<file path="config.mk">
export PLATFORM = sky130hd
export DESIGN_NAME = utf8_display_label_filter
export DESIGN_NICKNAME = d
export VERILOG_FILES = /design/src/hw/rtl/udlf_pkg.sv /design/src/hw/rtl/udlf_front.sv /design/src/hw/rtl/udlf_queue.sv /design/src/hw/rtl/udlf_back.sv /design/src/hw/rtl/utf8_display_label_filter.sv
export VERILOG_INCLUDE_DIRS = /design/src /design/src/hw/rtl
export SDC_FILE = /design/constraint.sdc
export NUM_CORES = 1
export LEC_CHECK = 0
export BUFFER_PORTS_ARGS = -buffer_cell sky130_fd_sc_hd__buf_2
export CORE_MARGIN = 2
export CORE_UTILIZATION = 62
export DETAILED_ROUTE_END_ITERATION = 16
export PLACE_DENSITY = 0.85
export SYNTH_ARGS = -nofsm -noshare
export SYNTH_HDL_FRONTEND = slang
export SYNTH_SLANG_ARGS = --single-unit
</file>
<file path="constraint.sdc">
create_clock -name clk -period 17.02 [get_ports clk]
set_input_delay 3.404 -clock clk [delete_from_list [all_inputs] [get_ports clk]]
set_output_delay 3.404 -clock clk [all_outputs]
set_load 0.01 [all_outputs]
</file>
<file path="src/hw/rtl/utf8_display_label_filter_macros.svh">
// Assertion helpers shared by the filter modules.
`ifndef UTF8_DISPLAY_LABEL_FILTER_MACROS_SVH
`define UTF8_DISPLAY_LABEL_FILTER_MACROS_SVH

// Same-cycle implication, checked outside reset.
`define UDLF_ASSERT_NOW(lbl, ante, cons, msg) \
  lbl: assert property (@(posedge clk) disable iff (rst) (ante) |-> (cons)) else $error(msg);

// Next-cycle implication, checked outside reset.
`define UDLF_ASSERT_NEXT(lbl, ante, cons, msg) \
  lbl: assert property (@(posedge clk) disable iff (rst) (ante) |=> (cons)) else $error(msg);

`endif

</file>
<file path="src/hw/rtl/udlf_pkg.sv">
`default_nettype none
package udlf_pkg;

  localparam int QUEUE_DEPTH = 4;

  // Register map
  localparam logic [7:0] CAPACITY_RESET = 8'd32;

  // Character codes
  localparam logic [7:0] CH_QMARK  = 8'h3F;
  localparam logic [7:0] CH_NUL    = 8'h00;
  localparam logic [7:0] LEAD_C3   = 8'hC3;
  localparam logic [7:0] UML_A_UP  = 8'h84;
  localparam logic [7:0] UML_A_LO  = 8'hA4;
  localparam logic [7:0] RING_A_UP = 8'h85;
  localparam logic [7:0] RING_A_LO = 8'hA5;
  localparam logic [7:0] UML_O_UP  = 8'h96;
  localparam logic [7:0] UML_O_LO  = 8'hB6;

  // One byte's worth of results: qn '?' marks, then tn trailing bytes
  typedef struct packed {
    logic [1:0] qn;
    logic [1:0] tn;
    logic [7:0] t0;
    logic [7:0] t1;
    logic       eol;
  } job_t;

  // ASCII folding: upper case, allowed set passes, rest becomes '?'
  function automatic logic [7:0] map_ascii(input logic [7:0] b);
    logic [7:0] up;
    up = (b >= 8'h61 && b <= 8'h7A) ? b - 8'd32 : b;
    if ((up >= 8'h41 && up <= 8'h5A) || (up >= 8'h30 && up <= 8'h39) ||
        up == 8'h20 || up == 8'h2D || up == 8'h2E || up == 8'h5F)
      return up;
    return CH_QMARK;
  endfunction

endpackage
`default_nettype wire

</file>
<file path="src/hw/rtl/udlf_front.sv">
`default_nettype none
`include "utf8_display_label_filter_macros.svh"
module udlf_front (
  input  wire logic           clk,
  input  wire logic           rst,
  input  wire logic           accept,
  input  wire logic [7:0]     in_byte,
  input  wire logic [7:0]     capacity,
  output udlf_pkg::job_t      job,
  output logic                job_valid
);

  logic [7:0] pending_lead, pending_lead_next;
  logic [1:0] pending_needed, pending_needed_next;
  logic [1:0] pending_count, pending_count_next;
  logic [7:0] written_count, written_count_next;
  logic       stopped, stopped_next;

  logic       is_eol, is_cont, lead_c3;
  logic [1:0] lead_need;
  logic [7:0] start_char;
  logic [2:0] cnt_inc;
  logic [1:0] k;
  logic       has_trail;
  logic [1:0] trail_len;
  logic [7:0] trail0, trail1;
  logic [8:0] room, room2;
  logic       stop1, trail_ok;
  logic [1:0] q_emit;
  logic [7:0] umlaut;

  // Classify the incoming byte
  always_comb begin
    is_eol  = (in_byte == udlf_pkg::CH_NUL);
    is_cont = (in_byte[7:6] == 2'b10);
    lead_c3 = (pending_lead == udlf_pkg::LEAD_C3) && (pending_needed == 2'd1);
    if (in_byte >= 8'hC2 && in_byte <= 8'hDF)      lead_need = 2'd1;
    else if (in_byte >= 8'hE0 && in_byte <= 8'hEF) lead_need = 2'd2;
    else if (in_byte >= 8'hF0 && in_byte <= 8'hF4) lead_need = 2'd3;
    else                                           lead_need = 2'd0;
    start_char = in_byte[7] ? udlf_pkg::CH_QMARK : udlf_pkg::map_ascii(in_byte);
    case (in_byte)
      udlf_pkg::UML_A_UP, udlf_pkg::UML_A_LO:   umlaut = udlf_pkg::UML_A_UP;
      udlf_pkg::RING_A_UP, udlf_pkg::RING_A_LO: umlaut = udlf_pkg::RING_A_UP;
      udlf_pkg::UML_O_UP, udlf_pkg::UML_O_LO:   umlaut = udlf_pkg::UML_O_UP;
      default:                                  umlaut = udlf_pkg::CH_NUL;
    endcase
    cnt_inc = {1'b0, pending_count} + 3'd1;
  end

  // Work out the items this byte asks for and the capacity cut
  always_comb begin
    k         = 2'd0;
    has_trail = 1'b0;
    trail_len = 2'd1;
    trail0    = udlf_pkg::CH_QMARK;
    trail1    = udlf_pkg::CH_NUL;

    if (!stopped) begin
      if (is_eol) begin
        if (pending_needed != 2'd0) k = pending_count + 2'd1;
      end else if (pending_needed != 2'd0 && is_cont) begin
        if (cnt_inc >= {1'b0, pending_needed}) begin
          has_trail = 1'b1;
          if (lead_c3 && umlaut != udlf_pkg::CH_NUL) begin
            trail_len = 2'd2;
            trail0    = udlf_pkg::LEAD_C3;
            trail1    = umlaut;
          end
        end
      end else begin
        if (pending_needed != 2'd0) k = pending_count + 2'd1;
        has_trail = (lead_need == 2'd0);
        trail0    = start_char;
      end
    end

    room = ({1'b0, capacity} > {1'b0, written_count}) ?
           ({1'b0, capacity} - {1'b0, written_count} - 9'd1) : 9'd0;
    stop1    = ({7'd0, k} > room);
    q_emit   = stop1 ? room[1:0] : k;
    room2    = room - {7'd0, k};
    trail_ok = has_trail && !stop1 && ({7'd0, trail_len} <= room2);
  end

  // Next state
  always_comb begin
    pending_lead_next   = pending_lead;
    pending_needed_next = pending_needed;
    pending_count_next  = pending_count;
    written_count_next  = written_count + {6'd0, q_emit} + (trail_ok ? {6'd0, trail_len} : 8'd0);
    stopped_next        = stopped | stop1 | (has_trail && !stop1 && !trail_ok);

    if (is_eol) begin
      pending_lead_next   = 8'd0;
      pending_needed_next = 2'd0;
      pending_count_next  = 2'd0;
      written_count_next  = 8'd0;
      stopped_next        = 1'b0;
    end else if (stopped) begin
      pending_lead_next   = 8'd0;
      pending_needed_next = 2'd0;
      pending_count_next  = 2'd0;
    end else if (pending_needed != 2'd0 && is_cont) begin
      if (cnt_inc >= {1'b0, pending_needed}) begin
        pending_lead_next   = 8'd0;
        pending_needed_next = 2'd0;
        pending_count_next  = 2'd0;
      end else begin
        pending_count_next  = cnt_inc[1:0];
      end
    end else if (lead_need != 2'd0 && !stop1) begin
      pending_lead_next   = in_byte;
      pending_needed_next = lead_need;
      pending_count_next  = 2'd0;
    end else begin
      pending_lead_next   = 8'd0;
      pending_needed_next = 2'd0;
      pending_count_next  = 2'd0;
    end
  end

  // Job record for the back part
  always_comb begin
    job.qn  = q_emit;
    job.tn  = trail_ok ? trail_len : 2'd0;
    job.t0  = trail0;
    job.t1  = trail1;
    job.eol = 1'b0;
    if (is_eol) begin
      job.tn  = 2'd1;
      job.t0  = udlf_pkg::CH_NUL;
      job.eol = 1'b1;
    end
    job_valid = accept && ((job.qn != 2'd0) || (job.tn != 2'd0));
  end

  always_ff @(posedge clk) begin
    if (rst) begin
      pending_lead   <= 8'd0;
      pending_needed <= 2'd0;
      pending_count  <= 2'd0;
      written_count  <= 8'd0;
      stopped        <= 1'b0;
    end else if (accept) begin
      pending_lead   <= pending_lead_next;
      pending_needed <= pending_needed_next;
      pending_count  <= pending_count_next;
      written_count  <= written_count_next;
      stopped        <= stopped_next;
    end
  end

  `UDLF_ASSERT_NOW(a_stop_no_pending, stopped, pending_needed == 2'd0, "pending sequence while truncated")
  `UDLF_ASSERT_NOW(a_count_below_need, pending_needed != 2'd0, pending_count < pending_needed, "continuation count overran lead")

endmodule
`default_nettype wire

</file>
<file path="src/hw/rtl/udlf_queue.sv">
`default_nettype none
`include "utf8_display_label_filter_macros.svh"
module udlf_queue #(
  parameter int DEPTH = udlf_pkg::QUEUE_DEPTH
) (
  input  wire logic           clk,
  input  wire logic           rst,
  input  wire logic           push,
  input  wire udlf_pkg::job_t push_job,
  input  wire logic           pop,
  output udlf_pkg::job_t      head_job,
  output logic                head_valid,
  output logic                full
);

  localparam int PW = (DEPTH > 1) ? $clog2(DEPTH) : 1;
  localparam int CW = $clog2(DEPTH + 1);

  udlf_pkg::job_t  slots [DEPTH];
  logic [PW-1:0]   wr_ptr, rd_ptr;
  logic [CW-1:0]   count;

  assign head_job   = slots[rd_ptr];
  assign head_valid = (count != '0);
  assign full       = (count == CW'(DEPTH));

  // Slot storage
  always_ff @(posedge clk) begin
    if (push) slots[wr_ptr] <= push_job;
  end

  // Pointers and fill level
  always_ff @(posedge clk) begin
    if (rst) begin
      wr_ptr <= '0;
      rd_ptr <= '0;
      count  <= '0;
    end else begin
      if (push) wr_ptr <= (wr_ptr == PW'(DEPTH - 1)) ? '0 : wr_ptr + PW'(1);
      if (pop)  rd_ptr <= (rd_ptr == PW'(DEPTH - 1)) ? '0 : rd_ptr + PW'(1);
      if (push && !pop)      count <= count + CW'(1);
      else if (pop && !push) count <= count - CW'(1);
    end
  end

  `UDLF_ASSERT_NOW(a_no_overflow, push && !pop, !full, "request queue overflow")
  `UDLF_ASSERT_NOW(a_no_underflow, pop, head_valid, "pop from empty request queue")

endmodule
`default_nettype wire

</file>
<file path="src/hw/rtl/udlf_back.sv">
`default_nettype none
`include "utf8_display_label_filter_macros.svh"
module udlf_back (
  input  wire logic           clk,
  input  wire logic           rst,
  input  wire udlf_pkg::job_t head_job,
  input  wire logic           head_valid,
  output logic                pop,
  output logic                m_tvalid,
  input  wire logic           m_tready,
  output logic [7:0]          m_tdata,
  output logic                m_tuser,
  output logic                m_tlast
);

  logic [1:0] idx;
  logic [2:0] total;
  logic       load, is_last;
  logic [7:0] sel_byte;
  logic [1:0] rel;

  // Pick the result at the current index of the head request
  always_comb begin
    total   = {1'b0, head_job.qn} + {1'b0, head_job.tn};
    is_last = ({1'b0, idx} + 3'd1 == total);
    rel     = idx - head_job.qn;
    if (idx < head_job.qn)  sel_byte = udlf_pkg::CH_QMARK;
    else if (rel == 2'd0)   sel_byte = head_job.t0;
    else                    sel_byte = head_job.t1;
    load = head_valid && (!m_tvalid || m_tready);
    pop  = load && is_last;
  end

  always_ff @(posedge clk) begin
    if (rst) begin
      m_tvalid <= 1'b0;
      idx      <= 2'd0;
    end else if (load) begin
      m_tvalid <= 1'b1;
      idx      <= is_last ? 2'd0 : idx + 2'd1;
    end else if (m_tready) begin
      m_tvalid <= 1'b0;
    end
  end

  always_ff @(posedge clk) begin
    if (load) begin
      m_tdata <= sel_byte;
      m_tlast <= is_last;
      m_tuser <= head_job.eol && is_last;
    end
  end

  `UDLF_ASSERT_NOW(a_eol_is_last, m_tvalid && m_tuser, m_tlast && m_tdata == udlf_pkg::CH_NUL, "terminator not last of run")

endmodule
`default_nettype wire

</file>
<file path="src/hw/rtl/utf8_display_label_filter.sv">
// An accepted byte's results pass the request queue register, then the output register.
// Throughput: one byte per cycle while each byte gives at most one result and m_tready
// is high; a byte with many results holds the serializer, the 4-entry queue absorbs it.
// Zero-result bytes are accepted every cycle the queue is not full, without touching it.
// Reset (rst, synchronous): clears label state, queue and output; capacity returns to 32.
`default_nettype none
module utf8_display_label_filter #(
  parameter int QUEUE_DEPTH = udlf_pkg::QUEUE_DEPTH
) (
  input  wire logic        clk,
  input  wire logic        rst,
  // Input stream
  input  wire logic        s_tvalid,
  output logic             s_tready,
  input  wire logic [7:0]  s_tdata,    // [7:0] in_byte
  // Output stream
  output logic             m_tvalid,
  input  wire logic        m_tready,
  output logic [7:0]       m_tdata,    // [7:0] out_byte
  output logic             m_tuser,    // [0] end_of_label
  output logic             m_tlast,    // last_of_run
  // Configuration
  input  wire logic        psel,
  input  wire logic        penable,
  input  wire logic        pwrite,
  input  wire logic [1:0]  paddr,
  input  wire logic [31:0] pwdata,
  output logic [31:0]      prdata,
  output logic             pready
);

  logic [7:0]      label_capacity;
  logic            accept, push, pop, head_valid, full;
  udlf_pkg::job_t  job, head_job;

  assign pready   = 1'b1;
  assign s_tready = !full;
  assign accept   = s_tvalid && s_tready;
  // Only one register: every word address decodes to it
  assign prdata   = {24'd0, label_capacity};

  always_ff @(posedge clk) begin
    if (rst) begin
      label_capacity <= udlf_pkg::CAPACITY_RESET;
    end else if (psel && penable && pwrite && pready && paddr == paddr) begin
      label_capacity <= pwdata[7:0];
    end
  end

  udlf_front u_front (
    .clk       (clk),
    .rst       (rst),
    .accept    (accept),
    .in_byte   (s_tdata),
    .capacity  (label_capacity),
    .job       (job),
    .job_valid (push)
  );

  udlf_queue #(.DEPTH(QUEUE_DEPTH)) u_queue (
    .clk        (clk),
    .rst        (rst),
    .push       (push),
    .push_job   (job),
    .pop        (pop),
    .head_job   (head_job),
    .head_valid (head_valid),
    .full       (full)
  );

  udlf_back u_back (
    .clk        (clk),
    .rst        (rst),
    .head_job   (head_job),
    .head_valid (head_valid),
    .pop        (pop),
    .m_tvalid   (m_tvalid),
    .m_tready   (m_tready),
    .m_tdata    (m_tdata),
    .m_tuser    (m_tuser),
    .m_tlast    (m_tlast)
  );

endmodule
`default_nettype wire
</file>
; ---- Word-level counts from Yosys, hierarchy flattened
; Memory sizes are Yosys's and may differ from the RTL's. A register that Yosys moved wholly into a read port is not among the register bits.
; Cells that the tools add are included.
; Widths: inputs -> output; s select.
[word_totals]
ff_bits = 49
mem_bits_rw = 84
in_bits = 49
output_inout_bits = 45
elab_cells = 183
n_memories = 1
[classes]
addsub = 16
magnitude_cmp = 17
n_eq_ne = 18
mux = 65
bitwise = 2
reduce_logical = 50
[mem_list]
columns = memory, words, word_bits, read_ports, rd_clocked_by_memory_dff, write_ports, line
row1 = u_queue.slots, 4, 21, 1, 1, 1, udlf_queue.sv:19  ; udlf_pkg::job_t slots [DEPTH];
[ops]
columns = cell, count
row1 = $mux 8, 20
row2 = $mux 2, 29
row3 = $eq 8x8->1 const B, 7
row4 = $eq 8x6->1 const B, 3
row5 = $ge 8x8->1 const B, 3
row6 = $le 8x8->1 const B, 3
row7 = $pmux 8 s3, 1
row8 = $logic_and 1x1->1, 22
row9 = $ge 8x7->1 const B, 2
row10 = $le 8x7->1 const B, 2
row11 = $reduce_bool 2->1, 6
row12 = $mux 1, 11
row13 = $mux 10, 1
row14 = $gt 2x9->1, 1
row15 = $le 2x9->1, 1
row16 = $mux 9, 1
row17 = $sub 8x8->9, 1
row18 = $sub 9x1->9 const B, 1
row19 = $sub 9x2->9, 1
row20 = $add 2x1->2 const B, 4
row21 = $add 8x2->8, 1
row22 = $add 8x8->8, 1
row23 = $eq 8x7->1 const B, 1
row24 = $ge 8x6->1 const B, 1
row25 = 25 further kinds, 44

; ---- Depth between registers and ports, before layout
; Gate-level depths: netlist of run 1.
[depth]
ltp_word = 23
ltp_mapped = 25
mapped_depth_nobuf = 23

; ---- Hierarchy
; Synthesis of run 1 repeated with hierarchy kept, for this count alone.
[hier_totals]
hier_cells = 614
area_unflattened_um2 = 7196.9
[by_module_without_submodules]
columns = mod, n_inst, cells_each, area_each_um2, seq_area_each_um2
row1 = udlf_queue, 1, 153, 3473.3, 2702.6
row2 = udlf_front, 1, 329, 2453.6, 420.4
row3 = udlf_back, 1, 68, 701.9, 360.3
row4 = utf8_display_label_filter, 1, 64, 568.0, 160.2

; ---- Least setup slack after synthesis of run 1
; Ideal clock, no wire load.
[synth_timing]
path_kind = input to register
start = in s_tdata[7]
end = reg u_front.written_count[7]
setup_ps = 118
t_arrival_ps = 7547
required_ps = 16902
path_slack_ps = 9356
stages = 19
n_path_buf = 1
path_cell_list = clkbuf_1 > nor3b_1 > nor4_1 > ha_1 > fa_1 > ha_1 > nor2b_1 > o21ai_0 > a31oi_1 > o311ai_1 > o2111ai_1 > and2b_1 > fa_1 > ha_1 > fa_1 > nand4_1 > nor3_1 > xnor2_1 > nor2_1
[synth_via]
elab_chain_cells = 15
word_cells_on_any_way = 50
cone_classes = add/sub (3) / order compare (8) / eq/ne (7) / mux (18) / reduce/logical (14)
[synth_rtl]
columns = element, line
row1 = start: declaration, utf8_display_label_filter.sv:15  ; input wire logic [7:0] s_tdata,
row2 = $eq 8x8->1, udlf_front.sv:42  ; case (in_byte)
row3 = $reduce_or 2->1, udlf_front.sv:42
row4 = $pmux 8 s3, udlf_front.sv:42
row5 = $reduce_bool 8->1, udlf_front.sv:65  ; if (lead_c3 && umlaut != udlf_pkg::CH_NUL) begin
row6 = $logic_and 1x1->1, udlf_front.sv:65
row7 = $mux 2, udlf_front.sv:65
row8 = $mux 2, udlf_front.sv:63  ; if (cnt_inc >= {1'b0, pending_needed}) begin
row9 = $mux 2, udlf_front.sv:62  ; end else if (pending_needed != 2'd0 && is_cont) begin
row10 = $mux 2, udlf_front.sv:60  ; if (is_eol) begin
row11 = $mux 2, udlf_front.sv:59  ; if (!stopped) begin
row12 = $le 2x9->1, udlf_front.sv:83  ; trail_ok = has_trail && !stop1 && ({7'd0, trail_len} <= room2);
row13 = $logic_and 1x1->1, udlf_front.sv:83
row14 = $mux 2, udlf_front.sv:91  ; written_count_next = written_count + {6'd0, q_emit} + (trail_ok ? {6'd0, trail_len} : 8'd0);
row15 = $add 8x8->8, udlf_front.sv:91
row16 = $mux 8 *, udlf_front.sv:94  ; if (is_eol) begin
row17 = end signal: assignment, udlf_front.sv:149  ; written_count <= written_count_next;
row18 = end: declaration, udlf_front.sv:16  ; logic [7:0] written_count, written_count_next;
; Every way passes the cells marked *; elsewhere a longest branch is shown, timed or not.
; A chain may end at the register's enable or synchronous reset.

; ---- Worst setup path in the final report of run 1
[layout_timing]
start = in s_tdata[6]
end = reg u_front.written_count[7]
; Same word-level chain as after synthesis.

==> results.ini, run 1 <==
[synthesis]
synth_edf_count=74
ys_types=66
synthCells=564
synth-main-ff-cell=edfxtp_1
syn_area_sq_um=6233
async_flop_share_pct=0
avgSynthCellArea_sq_um=11.05
seq_area_frac_synth_pct=48.82
synth_warnings=0
synth-seq-cells=115

[final_layout]
postLayoutCoreUtil_pct=71.38
final_common_cell=edfxtp_1
post_route_cells_drive_above_1_share_pct=18.60
mostFrequentLayoutCells=edfxtp_1 (74), nand2_1 (45), buf_2 (42)
syn_to_final_growth_pct=11.92
insertedDiodeCount=0
fin_cells=746
fin_nets=687

[power]
powerDensity_nw_per_um2=141.6
leakage_nw=2.671
power_frac_seq_pct=37.7
combPwrFrac_pct=27.9
total_power_mw=0.9880
p_switching_mw=0.3131
internal_power_mw=0.6750
power_frac_clock_pct=34.4
swShare_pct=31.69
worst_ir_drop_vdd_uv=83.07

[clock_tree]
cts_tree=yes
cts_resized=0
clk_pin_slew_worst_paths_ns=0.06
cts_max_path_buffers=2
post_cts_buffers=0
clkLatencyLatePin_ns=0.52
clockRootBuffer=clkbuf_8
cts_buffers=17
cts_hold_buf=0
cts_max_level=4
cts.sinks=115

[global_routing]
grtUsageTotal_pct=23.25
first_global_vias=4393
grt_overflow_total=0
grt_antenna_before_repair=0
grt_pass1_wl_um=20130
grt_max_degree=29

[timing]
setup_viol_count_final=0
rsz0062_at_grt=no
fin_crit_ns=7.792
worstMarginPinSlew_ns=0.8088
slew_headroom_pct=46.01
hold_ws_ns=0.4500
finalCritPeriodShare_pct=45.78
slew_violations=0
hold_viol=0
finalSetupTns_ns=0
skew_ns=0.01086
fmax_mhz=128.3

[placement]
io_buffers=42
place_inst=714
dp_hpwl_um=8083
gp_routability_congestion=0.8796

[setup_path]
crit_cells=19
required_ns=17.42
r2r-end=u_front.written_count[7]
critPathArrivalTime_ns=8.20
worst-path-buf-inv=1
crit_family=adder cells
crit_chain=buf_2 -> nor3b_1 -> nor4_1 -> ha_1 -> fa_1 -> ha_1 -> nor2b_1 -> o21ai_0 -> a31oi_1 -> o311ai_1 -> o2111ai_1 -> and2b_1 -> fa_1 -> ha_1 -> fa_1 -> nand4_1 -> nor3_1 -> xnor2_1 -> nor2_1
crit_type=input port to flip-flop
startpoint_type=input port
critPathMaxStageDelay_ns=0.56
endpoint_kind=flip-flop
r2r_slack_ns=11.19
cp_max_fo=11
rr_worst_depth=22
rr_startpoint=u_front.written_count[4]
slowest_stage=nor3b_1

[route]
detail_route.wl_per_cell_um=16.14
drc_errors=0
final_antenna_net_count=0
vias=4393
routed_wl_um=12040
dr.pass1.iters=5
drt_iter0_markers=281
vias_per_cell=5.889

[floorplanning]
die_h_um=104.3
die_w_um=104.3
initial_utilization_pct=63.77
core.rowCount=36
io_pins=94
die_area_sq_um=10870
core_area_sq_um=9774

[hold_path]
hold-path-endpoint=u_front.pending_lead[7]
holdPathStages=1
hold_start=u_front.pending_lead[7]
min_path_type=flip-flop to flip-flop

[flow_run]
drv_cap=0

[run_status]
outcome=complete, no violations

-- cell usage after synthesis (6+ instances only) --
cell	count	area share, %
edfxtp_1	74	36
nand2_1	45	2.7
dfxtp_1	41	13
inv_1	39	2.3
nor2_1	35	2.1
a21oi_1	32	2.6
ha_1	30	6.0
buf_4	27	3.3
nor3_1	24	1.9
o21ai_0	17	1.4
clkbuf_1	16	0.96
mux4_2	16	5.8
nand3_1	11	0.88
xnor2_1	10	1.4
fa_1	8	2.6
nand2b_1	8	0.80
nor2b_1	8	0.80
a22o_1	7	0.98
o211ai_1	7	0.84
a21o_1	6	0.72
and2_1	6	0.60
-- logic make-up (layout without fill, tap and decap cells) --
family | count (synthesis) | in the layout | share of synthesized area [%]
AOI/OAI and AO/OA | 106 | 106 | 11.56
other | 2 | 25 | 0.1205
muxes | 23 | 23 | 7.066
and+or+nand+nor | 176 | 176 | 14.55
xor gates and xnor gates | 15 | 15 | 2.107
buffers and inverters | 89 | 115 | 7.186
DFF | 115 | 115 | 48.82
adders and majority gates | 38 | 38 | 8.591
-- worst max-delay path by stage --
stage                                    end        from  slack (ns)
floorplan           u_front.written_count[7]  s_tdata[7]        9.36
global placement    u_front.written_count[7]  s_tdata[6]        8.94
detailed placement  u_front.written_count[7]  s_tdata[6]        8.83
CTS                 u_front.written_count[7]  s_tdata[6]        9.25
global route        u_front.written_count[7]  s_tdata[6]        8.95
finish              u_front.written_count[7]  s_tdata[6]        9.23
-- power groups by stage --
stage,sequential [mW],combinational (mW),clock [mW]
2_1_floorplan,0.380,0.209,0
3_5_place_dp,0.378,0.271,0
4_1_cts,0.373,0.276,0.341
3_3_place_gp,0.375,0.259,0
6_report,0.372,0.276,0.340
5_1_grt,0.377,0.310,0.352
-- area by class of cell --
type / count / area (sq um)
fillers: 664 / 2798
flip-flops and latches: 115 / 3043
repair buffers: 43 / 217.7
clock inverters: 14 / 152.6
well taps: 133 / 166.4
inverters: 40 / 150.1
clock buffers: 18 / 417.9
multi-input cells: 383 / 2829
-- per-layer routing --
metal / part of all wire (%) / GRT usage, % / wire (um)
met1: 42 / 27.16 / 5051
met3: 4.6 / 4.825 / 548
met4: 2.2 / 11.10 / 265
met2: 51 / 40.80 / 6172
met5: 0 / 0 / 0
-- through the flow --
stage                     setup WS, ns  cell area [sq um]
after global placement           8.942               6406
final                            9.228               6977
after detailed placement         8.835               6406
after floorplan                  9.356               6320
after CTS                        9.253               6977
after global routing             8.954               6977
-- state kept, by name, summed over array words and instances, names as in the netlist, 3 cells and up, named ones only --
signal,count
u_front.pending_lead,8
u_queue.slots,64
u_back.m_tdata,8
label_capacity,8
u_front.written_count,8
u_queue.count,3
(Power assumes the default switching activity.)
==> inputs of run 2 (changes only) <==
--- a/config.mk
+++ b/config.mk
@@ -8,9 +8,9 @@
 export LEC_CHECK = 0
 export BUFFER_PORTS_ARGS = -buffer_cell sky130_fd_sc_hd__buf_2
 export CORE_MARGIN = 2
-export CORE_UTILIZATION = 62
+export CORE_UTILIZATION = 52
 export DETAILED_ROUTE_END_ITERATION = 16
-export PLACE_DENSITY = 0.85
+export PLACE_DENSITY = 0.76
 export SYNTH_ARGS = -nofsm -noshare
 export SYNTH_HDL_FRONTEND = slang
 export SYNTH_SLANG_ARGS = --single-unit
==> constraint.sdc (replaced) <==
create_clock -name clk -period 6.6 [get_ports clk]
set_input_delay 1.32 -clock clk [delete_from_list [all_inputs] [get_ports clk]]
set_output_delay 1.32 -clock clk [all_outputs]
set_load 0.01 [all_outputs]
==> results.ini, run 2 (synthesis gave the netlist of run 1 again) <==
[flow_run]
drv_cap=0  ; unchanged

[placement]
place_area_sq_um=6419  ; +0.20%
dp_hpwl_um=8264  ; +2.2%
gp_routability_congestion=0.7892  ; -10%
place_inst=724  ; +1.4%
io_buffers=42  ; unchanged

[power]
internal_power_mw=1.702  ; +150%
p_switching_mw=0.7795  ; +150%
powerDensity_nw_per_um2=357.5  ; +150%
leakage_nw=2.644  ; -0.99%
worst_ir_drop_vdd_uv=166.7  ; +100%
power_frac_clock_pct=32.8  ; -1.6 points
swShare_pct=31.41  ; -0.27 points
power_frac_seq_pct=39.3  ; +1.6 points
total_power_mw=2.482  ; +150%
combPwrFrac_pct=27.8  ; about the same

[global_routing]
first_global_vias=4218  ; -4.0%
met3_usage_pct=4.888  ; +0.064 points
grt_pass1_wl_um=20090  ; -0.17%
gr-usage-met1_pct=23.09  ; -4.1 points
grt_max_degree=29  ; unchanged
grtUsageTotal_pct=19.86  ; -3.4 points
grt_antenna_before_repair=0  ; unchanged
grt_overflow_total=0  ; unchanged
busiest_layer=met2
grt_use_met2_pct=35.17  ; -5.6 points

[setup_path]
crit_cells=22  ; +3
crit_family=adder cells
required_ns=6.90  ; -10.52 ns
crit_chain=inv_1 -> ha_1 -> and4_1 -> o211ai_1 -> a31oi_2 -> nand2_1 -> ha_1 -> fa_1 -> ha_1 -> nor2b_1 -> o21ai_0 -> a31oi_1 -> o311ai_1 -> o2111ai_1 -> and2b_1 -> fa_1 -> ha_1 -> fa_1 -> nand4_1 -> nor3_1 -> xnor2_1 -> nor2_1
startpoint_type=flip-flop
cp_max_fo=9  ; -2
critPathMaxStageDelay_ns=0.48  ; -0.08 ns
endpoint_kind=flip-flop
slowest_stage=o2111ai_1
path_common_cell=ha_1
crit_type=flip-flop to flip-flop
rr_worst_depth=22  ; unchanged
critPathArrivalTime_ns=5.98  ; -2.22 ns
worst-path-buf-inv=1  ; unchanged

[clock_tree]
cts.sinks=115  ; unchanged
cts_resized=0  ; unchanged
clockRootBuffer=clkbuf_16
post_cts_buffers=0  ; unchanged
cts_tree=yes
cts_hold_buf=0  ; unchanged
clk_pin_slew_worst_paths_ns=0.06  ; about the same
cts_max_level=4  ; unchanged
cts_max_path_buffers=2  ; unchanged
cts_buffers=17  ; unchanged
clkLatencyLatePin_ns=0.42  ; -0.10 ns

[timing]
fin_crit_ns=5.683
finalSetupTns_ns=0  ; unchanged
setup_viol_count_final=0  ; unchanged
rsz0062_at_grt=no
hold_viol=0  ; unchanged
slew_headroom_pct=29.27  ; -17 points
finalCritPeriodShare_pct=86.11
fmax_mhz=176.0
slew_violations=0  ; unchanged
skew_ns=0.009748  ; -0.001109 ns
worstMarginPinSlew_ns=1.059  ; +0.2507 ns

[floorplanning]
die_area_sq_um=12880  ; +18%
core.rowCount=39  ; +8.3%
die_w_um=113.5  ; +8.8%
core_area_sq_um=11560  ; +18%
io_pins=94  ; unchanged
die_h_um=113.5  ; +8.8%
initial_utilization_pct=53.90  ; -9.9 points

[route]
routed_wl_um=11920  ; -0.97%
vias=4304  ; -2.0%
drc_errors=0  ; unchanged
vias_per_cell=5.708  ; -3.1%
detail_route.wl_per_cell_um=15.81  ; -2.0%
drt_iter0_markers=375  ; +33%
dr.pass1.iters=5  ; unchanged
final_antenna_net_count=0  ; unchanged

[hold_path]
min_path_type=flip-flop to flip-flop
holdPathStages=1  ; unchanged

[final_layout]
final_area_sq_um=6942  ; -0.50%
final_common_cell=edfxtp_1
fin_cells=754  ; +1.1%
largest_reg_flops=64  ; unchanged
post_route_cells_drive_above_1_share_pct=17.84  ; -0.76 points
insertedDiodeCount=0  ; unchanged
postLayoutCoreUtil_pct=60.02  ; -11 points
top_register=u_queue.slots
fin_nets=687  ; unchanged
syn_to_final_growth_pct=11.36
mostFrequentLayoutCells=edfxtp_1 (74), nand2_1 (45), buf_2 (42)

[run_status]
outcome=complete, no violations

run 2: path summary, 6_finish.rpt:
check                                           endpoint                     start  slack, ns
worst max-delay path            u_front.written_count[7]  u_front.written_count[4]       0.92
worst min-delay path             u_front.pending_lead[7]   u_front.pending_lead[7]       0.45
worst max register to register  u_front.written_count[7]  u_front.written_count[4]       0.92
worst min register to register   u_front.pending_lead[7]   u_front.pending_lead[7]       0.45
run 2: cell type report:
type,instances,area [sq um]
inverters,40,150.1
fillers,918,4623
clock buffers,18,429.2
clock inverters,12,93.84
multi-input cells,383,2829
repair buffers,43,217.7
well taps,143,178.9
flip-flops and latches,115,3043
run 2: metal layers:
metal	up-vias	share of wire, %	wire length, um
li1	2068	-	-
met1	2090	42	5048
met2	122	52	6144
met3	24	3.8	456
met4	0	2.3	270
met5	-	0	0
run 2: power by group through the flow:
| stage | sequential, mW | clock, mW | combinational [mW] |
|---|---|---|---|
| floorplan | 0.980 | 0 | 0.539 |
| global placement | 0.984 | 0 | 0.654 |
| detailed placement | 0.991 | 0 | 0.683 |
| CTS | 0.978 | 0.822 | 0.693 |
| global route | 0.991 | 0.858 | 0.775 |
| finish | 0.976 | 0.814 | 0.691 |
run 2: stage by stage:
stage	hold WS [ns]	worst slack [ns]
after floorplan	0.4183	1.020
after global placement	0.4277	0.7429
after detailed placement	0.4361	0.6674
after CTS	0.4487	0.9199
after global routing	0.4633	0.5026
final	0.4486	0.9168
